<file path="src/rtl/dfst_pkg.sv">
package dfst_pkg;

  // character codes
  localparam logic [7:0] CHAR_NUL   = 8'h00;
  localparam logic [7:0] CHAR_TAB   = 8'h09;
  localparam logic [7:0] CHAR_LF    = 8'h0A;
  localparam logic [7:0] CHAR_CR    = 8'h0D;
  localparam logic [7:0] CHAR_SPACE = 8'h20;

  // register reset values
  localparam logic [7:0] SEP_RESET  = 8'd44;
  localparam logic       KEEP_RESET = 1'b0;

  // port widths
  localparam int BYTE_W      = 8;
  localparam int OUT_TDATA_W = 16;
  localparam int OUT_TUSER_W = 1;
  localparam int CFG_IDX_W   = 1;
  localparam int CFG_DATA_W  = 8;

  // register indexes
  typedef enum logic [CFG_IDX_W-1:0] {
    REG_SEPARATOR  = 1'b0,
    REG_KEEP_EMPTY = 1'b1
  } cfg_reg_t;

  // position within the current token
  typedef enum logic [1:0] {
    SCAN_BEGIN = 2'd0,
    SCAN_LEAD  = 2'd1,
    SCAN_TOKEN = 2'd2
  } scan_mode_t;

  // controller states
  typedef enum logic [1:0] {
    ST_IDLE = 2'd0,
    ST_READ = 2'd1,
    ST_SEND = 2'd2,
    ST_HOLD = 2'd3
  } ctrl_state_t;

  // one result item
  typedef struct packed {
    logic [BYTE_W-1:0] data;
    logic              has_byte;
    logic              tok_close;
    logic              string_end;
    logic              overflow;
  } result_t;

  // controller to datapath
  typedef struct packed {
    logic in_ready;
    logic out_from_in;
    logic hold_load;
    logic rd_en;
    logic out_from_rd;
    logic out_from_hold;
  } dp_cmd_t;

  // datapath to controller
  typedef struct packed {
    logic in_valid;
    logic produces_out;
    logic needs_flush;
    logic slot_free;
    logic last_rd;
  } dp_status_t;

  // whitespace dropped at the start of a token
  function automatic logic lead_ws(input logic [7:0] c);
    return (c == CHAR_SPACE) || (c == CHAR_TAB);
  endfunction

  // whitespace held back at the end of a token
  function automatic logic trail_ws(input logic [7:0] c);
    return (c == CHAR_SPACE) || (c == CHAR_TAB) || (c == CHAR_CR) || (c == CHAR_LF);
  endfunction

endpackage

</file>
<file path="src/rtl/delimited_field_splitter_trim_core.sv">
// results are registered; a result meeting a busy output slot waits in the hold slot
// throughput: one byte per cycle while no whitespace is held and out_tready stays high
// a byte releasing held whitespace waits in the hold slot while the held bytes pass the
//   single registered read port of the whitespace store (one read, one send per byte)
// reset: synchronous active-low rst_n clears token state, out_tvalid, separator
//   to 44 and empty-token mode to off; the whitespace store is not cleared
module delimited_field_splitter_trim_core #(
  parameter int PENDING_DEPTH = 16
) (
  input  logic                             clk,
  input  logic                             rst_n,
  // in_tdata: [7:0] in_byte
  input  logic                             in_tvalid,
  output logic                             in_tready,
  input  logic [dfst_pkg::BYTE_W-1:0]      in_tdata,
  // out_tdata: [7:0] out_byte, [8] string_end, [9] pending_overflow, [15:10] zero
  // out_tuser: [0] has_byte
  // out_tlast: tok_close
  output logic                             out_tvalid,
  input  logic                             out_tready,
  output logic [dfst_pkg::OUT_TDATA_W-1:0] out_tdata,
  output logic [dfst_pkg::OUT_TUSER_W-1:0] out_tuser,
  output logic                             out_tlast,
  input  logic                             cfg_valid,
  output logic                             cfg_ready,
  input  logic [dfst_pkg::CFG_IDX_W-1:0]   cfg_index,
  input  logic [dfst_pkg::CFG_DATA_W-1:0]  cfg_data
);

  dfst_pkg::dp_cmd_t    cmd;
  dfst_pkg::dp_status_t status;

  // token state, whitespace store and output register
  dfst_datapath #(
    .PENDING_DEPTH (PENDING_DEPTH)
  ) u_datapath (
    .clk        (clk),
    .rst_n      (rst_n),
    .in_tvalid  (in_tvalid),
    .in_tready  (in_tready),
    .in_tdata   (in_tdata),
    .out_tvalid (out_tvalid),
    .out_tready (out_tready),
    .out_tdata  (out_tdata),
    .out_tuser  (out_tuser),
    .out_tlast  (out_tlast),
    .cfg_valid  (cfg_valid),
    .cfg_ready  (cfg_ready),
    .cfg_index  (cfg_index),
    .cfg_data   (cfg_data),
    .cmd        (cmd),
    .status     (status)
  );

  // sequencing of accept, flush and send
  dfst_ctrl u_ctrl (
    .clk    (clk),
    .rst_n  (rst_n),
    .status (status),
    .cmd    (cmd)
  );

endmodule

</file>
<file path="src/rtl/dfst_ram.sv">
module dfst_ram #(
  parameter int WIDTH = 8,
  parameter int DEPTH = 16,
  localparam int AW = (DEPTH > 1) ? $clog2(DEPTH) : 1
) (
  input  logic             clk,
  input  logic             wr_en,
  input  logic [AW-1:0]    wr_addr,
  input  logic [WIDTH-1:0] wr_data,
  input  logic             rd_en,
  input  logic [AW-1:0]    rd_addr,
  output logic [WIDTH-1:0] rd_data
);

  logic [WIDTH-1:0] mem [DEPTH];

  // single write port, registered read port
  always_ff @(posedge clk) begin
    if (wr_en) begin
      mem[wr_addr] <= wr_data;
    end
    if (rd_en) begin
      rd_data <= mem[rd_addr];
    end
  end

endmodule

</file>
<file path="src/rtl/dfst_datapath.sv">
module dfst_datapath #(
  parameter int PENDING_DEPTH = 16
) (
  input  logic                                  clk,
  input  logic                                  rst_n,
  input  logic                                  in_tvalid,
  output logic                                  in_tready,
  input  logic [dfst_pkg::BYTE_W-1:0]           in_tdata,
  output logic                                  out_tvalid,
  input  logic                                  out_tready,
  output logic [dfst_pkg::OUT_TDATA_W-1:0]      out_tdata,
  output logic [dfst_pkg::OUT_TUSER_W-1:0]      out_tuser,
  output logic                                  out_tlast,
  input  logic                                  cfg_valid,
  output logic                                  cfg_ready,
  input  logic [dfst_pkg::CFG_IDX_W-1:0]        cfg_index,
  input  logic [dfst_pkg::CFG_DATA_W-1:0]       cfg_data,
  input  dfst_pkg::dp_cmd_t                     cmd,
  output dfst_pkg::dp_status_t                  status
);

  localparam int CNT_W  = $clog2(PENDING_DEPTH + 1);
  localparam int ADDR_W = (PENDING_DEPTH > 1) ? $clog2(PENDING_DEPTH) : 1;

  logic [7:0]           sep_r, sep_nxt;
  logic                 keep_r, keep_nxt;
  dfst_pkg::scan_mode_t scan_r, scan_nxt;
  logic [CNT_W-1:0]     cnt_r, cnt_nxt;
  logic                 emitted_r, emitted_nxt;
  logic                 ovf_r, ovf_nxt;
  logic [CNT_W-1:0]     rd_idx_r, rd_idx_nxt;
  logic                 out_valid_r, out_valid_nxt;
  dfst_pkg::result_t    out_r, out_nxt;
  dfst_pkg::result_t    hold_r, hold_nxt;
  dfst_pkg::result_t    in_res;
  dfst_pkg::result_t    rd_res;

  logic [7:0] c;
  logic       fire;
  logic       is_term, is_delim, in_tok, is_lead, is_trail, is_plain;
  logic       mark_te, has_room;
  logic       wr_en;
  logic [7:0] rd_data;

  // classify the offered byte
  always_comb begin
    c        = in_tdata;
    is_term  = (c == dfst_pkg::CHAR_NUL);
    is_delim = is_term || (c == sep_r);
    in_tok   = (scan_r == dfst_pkg::SCAN_TOKEN);
    is_lead  = !is_delim && !in_tok && dfst_pkg::lead_ws(c);
    is_trail = !is_delim && !is_lead && dfst_pkg::trail_ws(c);
    is_plain = !is_delim && !is_lead && !is_trail;
    mark_te  = (in_tok && emitted_r) || keep_r;
    has_room = (cnt_r < CNT_W'(PENDING_DEPTH));
  end

  // result caused directly by the offered byte
  always_comb begin
    in_res.data       = is_delim ? dfst_pkg::CHAR_NUL : c;
    in_res.has_byte   = !is_delim;
    in_res.tok_close  = is_delim && mark_te;
    in_res.string_end = is_delim && is_term;
    in_res.overflow   = is_delim && mark_te && ovf_r;
  end

  // held whitespace byte read back from the store
  always_comb begin
    rd_res.data       = rd_data;
    rd_res.has_byte   = 1'b1;
    rd_res.tok_close  = 1'b0;
    rd_res.string_end = 1'b0;
    rd_res.overflow   = 1'b0;
  end

  assign fire      = in_tvalid && cmd.in_ready;
  assign in_tready = cmd.in_ready;
  assign wr_en     = fire && is_trail && has_room;

  // status towards the controller
  always_comb begin
    status.in_valid     = in_tvalid;
    status.produces_out = is_delim ? (mark_te || is_term) : (is_plain && (cnt_r == '0));
    status.needs_flush  = is_plain && (cnt_r != '0);
    status.slot_free    = !out_valid_r || out_tready;
    status.last_rd      = (CNT_W'(rd_idx_r + 1'b1) == cnt_r);
  end

  // token state
  always_comb begin
    scan_nxt    = scan_r;
    cnt_nxt     = cnt_r;
    emitted_nxt = emitted_r;
    ovf_nxt     = ovf_r;
    if (fire) begin
      if (is_delim) begin
        scan_nxt    = dfst_pkg::SCAN_BEGIN;
        cnt_nxt     = '0;
        emitted_nxt = 1'b0;
        ovf_nxt     = 1'b0;
      end else if (is_lead) begin
        scan_nxt = dfst_pkg::SCAN_LEAD;
      end else begin
        scan_nxt = dfst_pkg::SCAN_TOKEN;
        if (is_trail) begin
          if (has_room) begin
            cnt_nxt = CNT_W'(cnt_r + 1'b1);
          end else begin
            ovf_nxt = 1'b1;
          end
        end else begin
          emitted_nxt = 1'b1;
        end
      end
    end
    // store is empty once its last byte has gone out
    if (cmd.out_from_rd && status.last_rd) begin
      cnt_nxt = '0;
    end
  end

  // read pointer over the held bytes
  always_comb begin
    rd_idx_nxt = rd_idx_r;
    if (cmd.hold_load) begin
      rd_idx_nxt = '0;
    end else if (cmd.out_from_rd) begin
      rd_idx_nxt = CNT_W'(rd_idx_r + 1'b1);
    end
  end

  // configuration registers
  assign cfg_ready = 1'b1;

  always_comb begin
    sep_nxt  = sep_r;
    keep_nxt = keep_r;
    if (cfg_valid) begin
      case (dfst_pkg::cfg_reg_t'(cfg_index))
        dfst_pkg::REG_SEPARATOR:  sep_nxt  = cfg_data[7:0];
        dfst_pkg::REG_KEEP_EMPTY: keep_nxt = cfg_data[0];
        default: begin
          sep_nxt  = sep_r;
          keep_nxt = keep_r;
        end
      endcase
    end
  end

  // hold slot and output register
  always_comb begin
    hold_nxt = cmd.hold_load ? in_res : hold_r;
    out_nxt  = out_r;
    if (cmd.out_from_in) begin
      out_nxt = in_res;
    end else if (cmd.out_from_rd) begin
      out_nxt = rd_res;
    end else if (cmd.out_from_hold) begin
      out_nxt = hold_r;
    end
    out_valid_nxt = (out_valid_r && !out_tready) ||
                    cmd.out_from_in || cmd.out_from_rd || cmd.out_from_hold;
  end

  // control registers
  always_ff @(posedge clk) begin
    if (!rst_n) begin
      sep_r       <= dfst_pkg::SEP_RESET;
      keep_r      <= dfst_pkg::KEEP_RESET;
      scan_r      <= dfst_pkg::SCAN_BEGIN;
      cnt_r       <= '0;
      emitted_r   <= 1'b0;
      ovf_r       <= 1'b0;
      rd_idx_r    <= '0;
      out_valid_r <= 1'b0;
    end else begin
      sep_r       <= sep_nxt;
      keep_r      <= keep_nxt;
      scan_r      <= scan_nxt;
      cnt_r       <= cnt_nxt;
      emitted_r   <= emitted_nxt;
      ovf_r       <= ovf_nxt;
      rd_idx_r    <= rd_idx_nxt;
      out_valid_r <= out_valid_nxt;
    end
  end

  // payload registers
  always_ff @(posedge clk) begin
    hold_r <= hold_nxt;
    out_r  <= out_nxt;
  end

  // store of held trailing whitespace
  dfst_ram #(
    .WIDTH (8),
    .DEPTH (PENDING_DEPTH)
  ) u_pend_ram (
    .clk     (clk),
    .wr_en   (wr_en),
    .wr_addr (cnt_r[ADDR_W-1:0]),
    .wr_data (c),
    .rd_en   (cmd.rd_en),
    .rd_addr (rd_idx_r[ADDR_W-1:0]),
    .rd_data (rd_data)
  );

  // output ports
  assign out_tvalid = out_valid_r;
  assign out_tdata  = {{(dfst_pkg::OUT_TDATA_W - dfst_pkg::BYTE_W - 2){1'b0}},
                       out_r.overflow, out_r.string_end, out_r.data};
  assign out_tuser  = out_r.has_byte;
  assign out_tlast  = out_r.tok_close;

endmodule

</file>
<file path="src/rtl/dfst_ctrl.sv">
module dfst_ctrl (
  input  logic                 clk,
  input  logic                 rst_n,
  input  dfst_pkg::dp_status_t status,
  output dfst_pkg::dp_cmd_t    cmd
);

  dfst_pkg::ctrl_state_t state_r, state_nxt;

  // next state
  always_comb begin
    state_nxt = state_r;
    case (state_r)
      dfst_pkg::ST_IDLE: begin
        if (status.in_valid) begin
          if (status.needs_flush) begin
            state_nxt = dfst_pkg::ST_READ;
          end else if (status.produces_out && !status.slot_free) begin
            state_nxt = dfst_pkg::ST_HOLD;
          end
        end
      end
      dfst_pkg::ST_READ: begin
        state_nxt = dfst_pkg::ST_SEND;
      end
      dfst_pkg::ST_SEND: begin
        if (status.slot_free) begin
          state_nxt = status.last_rd ? dfst_pkg::ST_HOLD : dfst_pkg::ST_READ;
        end
      end
      dfst_pkg::ST_HOLD: begin
        if (status.slot_free) begin
          state_nxt = dfst_pkg::ST_IDLE;
        end
      end
      default: state_nxt = dfst_pkg::ST_IDLE;
    endcase
  end

  // commands
  always_comb begin
    cmd = '0;
    case (state_r)
      dfst_pkg::ST_IDLE: begin
        cmd.in_ready    = 1'b1;
        cmd.out_from_in = status.in_valid && status.produces_out && status.slot_free;
        cmd.hold_load   = status.in_valid &&
                          (status.needs_flush || (status.produces_out && !status.slot_free));
      end
      dfst_pkg::ST_READ: begin
        cmd.rd_en = 1'b1;
      end
      dfst_pkg::ST_SEND: begin
        cmd.out_from_rd = status.slot_free;
      end
      dfst_pkg::ST_HOLD: begin
        cmd.out_from_hold = status.slot_free;
      end
      default: cmd = '0;
    endcase
  end

  always_ff @(posedge clk) begin
    if (!rst_n) begin
      state_r <= dfst_pkg::ST_IDLE;
    end else begin
      state_r <= state_nxt;
    end
  end

endmodule

</file>
<file path="config.mk">
export PLATFORM = sky130hd
export DESIGN_NAME = delimited_field_splitter_trim_core
export DESIGN_NICKNAME = d
export VERILOG_FILES = /design/src/rtl/dfst_pkg.sv /design/src/rtl/delimited_field_splitter_trim_core.sv /design/src/rtl/dfst_ram.sv /design/src/rtl/dfst_datapath.sv /design/src/rtl/dfst_ctrl.sv
export SDC_FILE = /design/constraint.sdc
export NUM_CORES = 1
export LEC_CHECK = 0
export ABC_AREA = 0
export BUFFER_PORTS_ARGS = -buffer_cell sky130_fd_sc_hd__buf_2
export CORE_AREA = 2 2 136 138
export CTS_CLUSTER_SIZE = 20
export DETAILED_ROUTE_END_ITERATION = 7
export DIE_AREA = 0 0 138 140
export PLACE_DENSITY = 0.73
export SLEW_MARGIN = 20
export SYNTH_ARGS = -nofsm -noshare
export SYNTH_HDL_FRONTEND = slang
export SYNTH_SLANG_ARGS = --single-unit
</file>
<file path="constraint.sdc">
create_clock -name clk -period 5.5 [get_ports clk]
set_input_delay 1.375 -clock clk [delete_from_list [all_inputs] [get_ports clk]]
set_output_delay 1.375 -clock clk [all_outputs]
set_load 0.005 [all_outputs]
</file>
### Word level (Yosys, flattened, before mapping)

Memory sizes are Yosys's and may differ from the RTL's. A register that Yosys moved wholly into a read port is not among the register bits.
Cells that the tools add are included.

* register bits: 50
* RAM bits: 128
* input port bits: 22
* output and inout bits: 21
* memories kept: 1

Memory list
* u_datapath.u_pend_ram.mem: depth 16, width 8, rd ports 1, clocked after Yosys merged registers in 1, write ports 1, line dfst_ram.sv:15 `logic [WIDTH-1:0] mem [DEPTH];`

* $add $sub $neg: 2
* order comparisons: 1
* equal/unequal tests: 17
* muxes and demuxes: 31
* bitwise gates (word level): 2
* reduce and logical (&&, ||, !) cells: 53

Operators by type and width (number)
* two-way mux 12 bit: 3
* == test 8 x 4 -> 1 bit, second input constant: 3
* logical AND 1 bit: 20
* two-way mux 5 bit: 4
* two-way mux 2 bit: 8
* two-way mux 1 bit: 13
* AND reduction 4 bit: 3
* logical OR 1 bit: 11
* adder 5 x 1 -> 5 bit, second input constant: 2
* inequality test 2 x 1 -> 1 bit, second input constant: 5
* == test 8 x 6 -> 1 bit, second input constant: 1
* == test 8 bit: 1
* logical NOT 8 bit: 1
* two-way mux 8 bit: 1
* case mux 2 bit (4 select lines): 1
* logical NOT 1 bit: 7
* == test 2 bit, second input constant: 3
* == test 5 bit: 1
* logical NOT 5 bit: 1
* < comparator 5 bit, second input constant: 1
* nonzero test 5 bit: 1
* AND reduction 2 bit: 2
* nonzero test 2 bit: 2
* OR reduction 2 bit: 2
* 8 further kinds: 9

### Longest topological paths before layout

Gate-level depths: netlist of run 1.

* word-level depth: 21
* mapped depth: 8
* depth with buffers taken out: 8

### Cells and area by module

A second synthesis of run 1 with hierarchy kept.

* cells, all modules: 504
* area total of the unflattened synthesis: 7895.1 sq um

Modules (own cells, without submodules)
* dfst_ram: instances 1, cells each 229, area each 5227.5 sq um, sequential area each 4083.9 sq um
* dfst_datapath: instances 1, cells each 257, area each 2522.4 sq um, sequential area each 1201.2 sq um
* dfst_ctrl: instances 1, cells each 18, area each 145.1 sq um, sequential area each 40.0 sq um

### Worst setup path before layout of run 1

OpenSTA, ideal clock, no wires.

* path type: input-to-reg
* start point: in in_tdata[3] (netlist name)
* end point: mem u_datapath.u_pend_ram.mem[15][0] (enable)
* library setup time: 0.370 ns
* data arrival time: 3.296 ns
* data required time: 5.130 ns
* slack: 1.834 ns
* cell stages on the path: 8
* path buffers: 2
* cell sequence: buf_2 or3b_4 a2111oi_4 o211ai_2 nor3_4 buf_6 nand3_1 nor2_1

* word-level cells in the longest chain between the ends: 12
* elaborated cells between the ends (all ways): 20
* classes of those cells: eq/ne: 5; mux: 2; reduce/logical: 13

Ends and longest elaborated chain
* from (decl): line delimited_field_splitter_trim_core.sv:15 `input logic [dfst_pkg::BYTE_W-1:0] in_tdata,`
* == test 8 bit / logical NOT 8 bit (equally long branches): line dfst_datapath.sv:49, dfst_datapath.sv:48
* logical OR 1 bit: line dfst_datapath.sv:49 `is_delim = is_term || (c == sep_r);`
* logical NOT 1 bit: line dfst_datapath.sv:51, dfst_datapath.sv:52
* logical AND 1 bit (2 in a row): line dfst_datapath.sv:51 `is_lead = !is_delim && !in_tok && dfst_pkg::lead_ws(c);`
* logical NOT 1 bit: line dfst_datapath.sv:52 `is_trail = !is_delim && !is_lead && dfst_pkg::trail_ws(c);`
* logical AND 1 bit: line dfst_datapath.sv:52
* logical AND 1 bit *: line dfst_datapath.sv:52
* logical AND 1 bit * (2 in a row): line dfst_datapath.sv:78 `assign wr_en = fire && is_trail && has_room;`
* two-way mux 1 bit *: line dfst_ram.sv:19 `if (wr_en) begin`
* two-way mux 1 bit (not written as such) *: line dfst_ram.sv:20 `mem[wr_addr] <= wr_data;`
* to (decl): line dfst_ram.sv:15

Every way passes the cells marked *; elsewhere a longest branch is shown, timed or not.

### Worst setup path after layout of run 1

* start point: in in_tdata[5] (netlist name)
* end point: mem u_datapath.u_pend_ram.mem[15][6] (enable)

The elaborated chain is that of the path after synthesis.

==> run_results.csv, run 1 <==
group,metric,value,unit
cts,h-tree-depth,4,
die,die_area,0.0193,mm²
die,design.core.area,0.0178,mm²
pwr,power_frac_seq,52.1,%
grt,antenna_found_initial,0,
pwr,internal-power,2.37,mW
timing,fmax,266,MHz
setup_path,critPathLaunchType,"primary input",
grt,track_usage,17.0,%
pwr,max-vdd-ir-drop,0.208,mV
timing,clock_skew,0.0132,ns
grt,grt_overflow,0,
cts,cts-root-buf,"clkbuf_16",
timing,tns,0,ns
cts,cts_made_buffers,17,
routing,wl_per_cell,20.8,µm
timing,tightest_slew,0.926,ns
timing,fin_crit_sh,68.3,%
die,die_h,140,µm
routing,viasPerCell,5.64,
pwr,power.switching,674,µW
cts,clockBufferDepth,2,
setup_path,cp.arrival,3.81,ns
finish,antennaDiodeCount,0,
routing,drcViolationCount,0,
pwr,powerDensity,345,mW/mm²
grt,grt_pass1_wl,24800,µm
run,maxCapViolations,0,
setup_path,r2r_start,"u_datapath.rd_idx_r[1]$_SDFFE_PP0P_",
min_path,holdCritPathClass,"register to register",
timing,slew_viol_final,0,
setup_path,critPathCaptureType,"register",
cts,clk-insertion-delay-late,0.42,ns
grt,grt_max_degree,37,
die,start_util,44.6,%
logic_synthesis,ys_types,54,
logic_synthesis,yosys_warnings,0,
routing,firstDrtPassIters,5,
routing,vias,4317,
finish,drive_gt1_share,25.1,%
finish,area_delta_synth_final,11.5,%
logic_synthesis,synth_edf_count,160,
setup_path,path_max_fanout,24,
run_status,status,"complete, no violations",
place,place_area,0.00825,mm²
timing,rsz0062_at_grt,"false",
cts,ctsHoldBuffers,0,
routing,routed_wl,16000,µm
grt,grt_pass1_vias,4344,
timing,finalSetupViolations,0,
pwr,p_leak,2.92,nW
logic_synthesis,ys_seq_elements,186,
pwr,total_power,3.05,mW
cts,cts_tree,"done",
cts,path_clk_slew,0.07,ns
logic_synthesis,async_flop_share,0,%
place,gp_congestion,0.826,
finish,design_area,0.00883,mm²
timing,slew_headroom,38.0,%
min_path,min-delay-start,"u_datapath.keep_r$_SDFFE_PN0P_",
die,num_rows,49,
logic_synthesis,yosysSeqAreaShare,67.2,%
logic_synthesis,synth_area,0.00792,mm²
setup_path,cp-startpoint,"in_tdata[5]",
cts,postCtsSetupBuffers,0,
die,num_io_pins,43,
pwr,swShare,22.1,%
logic_synthesis,synth_top_flop_cell,"edfxtp_1",
timing,finalCriticalPeriod,3.76,ns
pwr,comb_power_share,8.4,%
place,io_buffers,35,
logic_synthesis,syn_inst,495,
cts,cts_num_sinks,186,
routing,first_iter_violations,354,
place,dp_hpwl,10300,µm
pwr,p_clk_share,39.4,%
cts,postCtsResizedCells,0,
setup_path,cp.required,5.55,ns
logic_synthesis,avgSynthCellArea,16.0,µm²
finish,final_util,49.7,%
routing,ant_nets,0,
finish,finalNetCount,551,
die,fp.dieW,138,µm
setup_path,criticalPathCategory,"primary input to register",
timing,finalHoldViolations,0,
==> kinds of logic after synthesis <==
logic type | synth area share [%]
flops | 67.2
simple gates | 10.2
mux | 13.2
buf+inv | 2.61
compound gates | 3.52
xor+xnor | 2.32
fa+ha+maj | 0.790
other cells | 0.0948
==> stage by stage <==
step           hold slack (ns)  setup slack [ns]  cells
3_3_place_gp             0.458              1.41    734
6_report                 0.484              1.74    766
3_5_place_dp             0.471              1.32    734
5_1_grt                  0.508              1.54    766
4_1_cts                  0.489              1.76    766
2_1_floorplan            0.437              1.83    500
==> power by group through the flow <==
stage                     combinational [mW]  clock, mW  sequential (mW)
after global placement                 0.248          0             1.62
after detailed placement               0.257          0             1.62
after global routing                   0.280       1.27             1.59
final                                  0.256       1.20             1.59
after CTS                              0.258       1.22             1.59
after floorplan                        0.175          0             1.62
==> synthesized netlist by cell type, types with 2 or more instances <==
cell / count / area share [%]
and2_1: 10 / 0.79
a21oi_1: 7 / 0.44
ha_1: 5 / 0.79
mux2_4: 4 / 0.76
a21boi_0: 8 / 0.76
mux2i_1: 4 / 0.51
xor2_1: 4 / 0.44
edfxtp_1: 160 / 61
a21boi_2: 2 / 0.28
nand4_1: 3 / 0.24
a22oi_1: 2 / 0.19
buf_2: 5 / 0.32
dfxtp_1: 26 / 6.6
conb_1: 2 / 0.095
and4b_1: 4 / 0.51
nor2b_1: 5 / 0.39
nor4_1: 4 / 0.32
buf_4: 7 / 0.66
mux2_2: 4 / 0.57
nor2_1: 26 / 1.2
and4_2: 3 / 0.38
nand3_1: 14 / 0.88
mux4_2: 40 / 11
o21a_1: 3 / 0.28
and4b_2: 4 / 0.57
nand2_1: 60 / 2.8
xnor2_1: 17 / 1.9
inv_1: 7 / 0.33
buf_1: 3 / 0.14
or3b_2: 2 / 0.22
and3_1: 6 / 0.47
nand3b_1: 3 / 0.28
nand2b_1: 2 / 0.16
o21ai_0: 4 / 0.25
clkbuf_1: 16 / 0.76
==> worst paths after layout <==
check / endpoint / cells after the start / slack (ns)
worst max-delay path: u_datapath.u_pend_ram.mem[15][6]$_DFFE_PP_ / 7 / 1.74
worst min-delay path: u_datapath.keep_r$_SDFFE_PN0P_ / 2 / 0.48
worst max register to register: u_ctrl.state_r[1]$_SDFFE_PN0P_ / 8 / 2.60
worst min register to register: u_datapath.keep_r$_SDFFE_PN0P_ / 2 / 0.48
==> metal layers <==
layer  part of all wire [%]  track usage [%]  vias to the layer above  wire [µm]
met3                    5.7             2.84                       20        913
met5                      0                0                        -          0
met2                     50             27.9                      187       8040
li1                       -                -                     1939          -
met4                    1.8             7.04                        0        293
met1                     42             22.7                     2171       6710
==> flip-flops by register name, summed over array words and instances (netlist names), 2 cells and up <==
name and count:
u_datapath.hold_r 12, u_datapath.out_tdata 10, u_datapath.sep_r 8, u_datapath.u_pend_ram.rd_data 8, u_datapath.scan_r 2, u_datapath.rd_idx_r 5, u_datapath.u_pend_ram.mem 128, u_ctrl.state_r 2
u_datapath.cnt_r 5
==> layout by cell type (no fill, tap or decap), drive strengths merged, types with 3 or more instances in the layout <==
| master | netlist | layout |
|---|---|---|
| clkinvlp | 0 | 4 |
| and3 | 6 | 6 |
| mux4 | 40 | 40 |
| nor4 | 4 | 4 |
| dfxtp | 26 | 26 |
| edfxtp | 160 | 160 |
| or3b | 3 | 3 |
| a21boi | 10 | 10 |
| a21oi | 7 | 7 |
| mux2 | 8 | 8 |
| nand3b | 3 | 3 |
| ha | 5 | 5 |
| and4 | 3 | 3 |
| conb | 2 | 7 |
| and4b | 8 | 8 |
| and2 | 10 | 10 |
| mux2i | 4 | 4 |
| nand2 | 60 | 60 |
| xnor2 | 17 | 17 |
| clkbuf | 16 | 20 |
| o21ai | 4 | 4 |
| nor2 | 26 | 26 |
| o21a | 3 | 3 |
| nor2b | 5 | 5 |
| nand3 | 14 | 14 |
| xor2 | 4 | 4 |
| nand4 | 3 | 3 |
| inv | 7 | 11 |
| buf | 17 | 38 |
==> final cells by class <==
cell class,instances,area [µm²]
Fill cell,1452,8950
Clock buffer,20,447
Tap cell,229,287
Timing Repair Buffer,38,198
Multi-Input combinational cell,274,2410
Sequential cell,186,5330
Inverter,7,26.3
Clock inverter,12,138
==> worst max-delay path, stage by stage <==
cell and delay, ns:
buf_2 0.35, or3b_4 0.44, a2111oi_4 0.39, o211ai_2 0.21, nor3_4 0.42, nand3_1 0.13, nor2_1 0.49
(Power assumes the default switching activity.)
==> run 2, diff against run 1 <==
--- a/config.mk
+++ b/config.mk
@@ -5,12 +5,12 @@
 export SDC_FILE = /design/constraint.sdc
 export NUM_CORES = 1
 export LEC_CHECK = 0
-export ABC_AREA = 0
+export ABC_AREA = 1
 export BUFFER_PORTS_ARGS = -buffer_cell sky130_fd_sc_hd__buf_2
-export CORE_AREA = 2 2 136 138
+export CORE_AREA = 2 2 137 139
 export CTS_CLUSTER_SIZE = 20
 export DETAILED_ROUTE_END_ITERATION = 7
-export DIE_AREA = 0 0 138 140
+export DIE_AREA = 0 0 139 141
 export PLACE_DENSITY = 0.73
 export SLEW_MARGIN = 20
 export SYNTH_ARGS = -nofsm -noshare
==> constraint.sdc (replaced) <==
create_clock -name clk -period 3.6 [get_ports clk]
set_input_delay 0.9 -clock clk [delete_from_list [all_inputs] [get_ports clk]]
set_output_delay 0.9 -clock clk [all_outputs]
set_load 0.005 [all_outputs]
==> run_results.csv, run 2 <==
group,metric,value,unit
setup_path,cp.arrival,2.89,ns
finish,drive_gt1_share,16.9,%
finish,layout_commonest_cell,"edfxtp_1",
cts,postCtsResizedCells,0,
routing,firstDrtPassIters,6,
routing,vias,5310,
pwr,p_leak,3.17,nW
timing,rsz0062_at_grt,"false",
cts,ctsHoldBuffers,0,
cts,cts_made_buffers,17,
finish,antennaDiodeCount,0,
cts,clockBufferDepth,2,
grt,grt_max_degree,66,
logic_synthesis,synth_area_leaders,"edfxtp_1, dfxtp_1, nor2_1, nand2_1, mux2i_1",
finish,largest_register,"u_datapath.u_pend_ram.mem",
finish,layout_common_cells,"edfxtp_1, nor2_1, nand2_1",
routing,wl_per_cell,18.1,µm
die,design.core.area,0.0183,mm²
routing,routed_wl,17700,µm
logic_synthesis,ys_types,36,
die,num_io_pins,43,
logic_synthesis,ys_top_cells_by_count,"edfxtp_1, nor2_1, nand2_1",
timing,timing.final.ws_setup,0.767,ns
cts,cts_num_sinks,186,
cts,cts-root-buf,"clkbuf_16",
die,fp.dieW,139,µm
finish,finalNetCount,760,
timing,fin_crit_sh,78.7,%
finish,fillers,1602,
routing,first_iter_violations,558,
timing,finalHoldViolations,0,
grt,grt_use_met1,24.1,%
pwr,powerDensity,565,mW/mm²
place,gp_congestion,0.893,
setup_path,path_max_fanout,19,
die,die_h,141,µm
timing,tns,0,ns
cts,clk-insertion-delay-late,0.43,ns
logic_synthesis,synth_top_area_cell,"edfxtp_1",
grt,grt_use_met2,31.6,%
finish,largest_register_ffs,128,
logic_synthesis,yosysSeqAreaShare,66.7,%
logic_synthesis,synth_edf_count,160,
grt,grt_pass1_wl,27700,µm
run_status,status,"complete, no violations",
setup_path,critPathCaptureType,"register",
logic_synthesis,syn_inst,683,
grt,track_usage,18.4,%
pwr,max-vdd-ir-drop,0.281,mV
cts,cts_tree,"done",
die,die_area,0.0196,mm²
die,start_util,43.7,%
die,num_rows,50,
timing,tightest_slew,0.993,ns
place,pre_cts_slack,0.371,ns
logic_synthesis,synth_top_area_share,60.2,%
timing,finalCriticalPeriod,2.83,ns
logic_synthesis,avgSynthCellArea,11.7,µm²
finish,design_area,0.00902,mm²
grt,grt-busiest-layer,"met2",
timing,clock_skew,0.0103,ns
grt,grt_pass1_vias,5080,
grt,met3_usage,3.09,%
setup_path,critPathLaunchType,"primary input",
logic_synthesis,async_flop_share,0,%
logic_synthesis,yosysMostFrequentCell,"edfxtp_1",
min_path,holdCritPathClass,"register to register",
finish,final_util,49.4,%
logic_synthesis,ys_seq_elements,186,
setup_path,criticalPathCategory,"primary input to register",
routing,drcViolationCount,0,
cts,path_clk_slew,0.07,ns
logic_synthesis,synth_top_flop_cell,"edfxtp_1",
grt,antenna_found_initial,0,
setup_path,cp.required,3.65,ns
logic_synthesis,yosys_warnings,0,
place,place_area,0.00848,mm²
grt,grt_overflow,0,
cts,h-tree-depth,4,
cts,postCtsSetupBuffers,0,
timing,slew_viol_final,0,
timing,fmax,353,MHz
routing,ant_nets,0,
logic_synthesis,synth_area,0.00798,mm²
run,maxCapViolations,0,
place,dp_hpwl,11900,µm
finish,area_delta_synth_final,13.1,%
timing,finalSetupViolations,0,
place,io_buffers,35,
routing,viasPerCell,5.42,
timing,slew_headroom,33.6,%
run 2: cell types whose count changed after synthesis, moves of 24 or more:
cell      delta
o221ai_1    +24
nor2_1      +96
inv_1       +33
mux4_2      -40
o21ai_0     +39
run 2: worst paths after layout:
| path | startpoint | end | slack, ns | cells past startpoint |
|---|---|---|---|---|
| max | in_tdata[5] | u_datapath.u_pend_ram.mem[5][7]$_DFFE_PP_ | 0.77 | 13 |
| min | u_datapath.emitted_r$_SDFFE_PN0P_ | u_datapath.emitted_r$_SDFFE_PN0P_ | 0.45 | 2 |
| max reg2reg | u_ctrl.state_r[0]$_SDFFE_PN0P_ | u_datapath.out_tdata[9]$_DFFE_PP_ | 1.19 | 6 |
| min reg2reg | u_datapath.emitted_r$_SDFFE_PN0P_ | u_datapath.emitted_r$_SDFFE_PN0P_ | 0.45 | 2 |
run 2: worst max-delay path, stage by stage:
cell and delay, ns:
buf_2 0.32, inv_1 0.15, nand2_1 0.10, nand2_1 0.05, nand2_1 0.07, nor2_1 0.06
nand2_2 0.09, nand2_2 0.16, nor2_2 0.14, nand2_1 0.07, inv_2 0.12, nand2_2 0.09
nor2_1 0.55
run 2: stage by stage:
stage | hold WS, ns | power, mW | instances
after detailed placement | 0.448 | 3.42 | 948
after global placement | 0.443 | 3.40 | 948
after global routing | 0.475 | 5.30 | 980
after floorplan | 0.423 | 3.14 | 688
after CTS | 0.458 | 5.12 | 980
final | 0.453 | 5.10 | 980
run 2: cell type report:
type	instances	area, µm²	share of cell area, %
Clock buffer	19	433	4.80
Tap cell	234	293	3.24
Sequential cell	186	5330	59.0
Clock inverter	13	115	1.28
Timing Repair Buffer	63	385	4.27
Multi-Input combinational cell	420	2300	25.5
Inverter	45	169	1.87
run 2: cells by family (layout without fill, tap and decap cells):
group	Yosys count	count (layout)	share of synthesized area [%]
buffers and inverters	82	140	4.69
adders and majority gates	5	5	0.784
muxes	26	26	3.26
xor gates and xnor gates	11	11	1.30
AOI/OAI and AO/OA	111	111	9.05
DFF	186	186	66.7
other	2	7	0.0941
and+or+nand+nor	260	260	14.1
run 2: metal layers:
metal  up-vias  part of all wire [%]
li1       2505                     -
met1      2609                    43
met2       173                    50
met3        23                   5.6
met4         0                   1.5
met5         -                     0
run 2: power breakdown:
| part | switching (mW) | internal (mW) |
|---|---|---|
| clock network | 0.821 | 0.903 |
| logic | 0.553 | 0.266 |
| registers | 0.0451 | 2.51 |
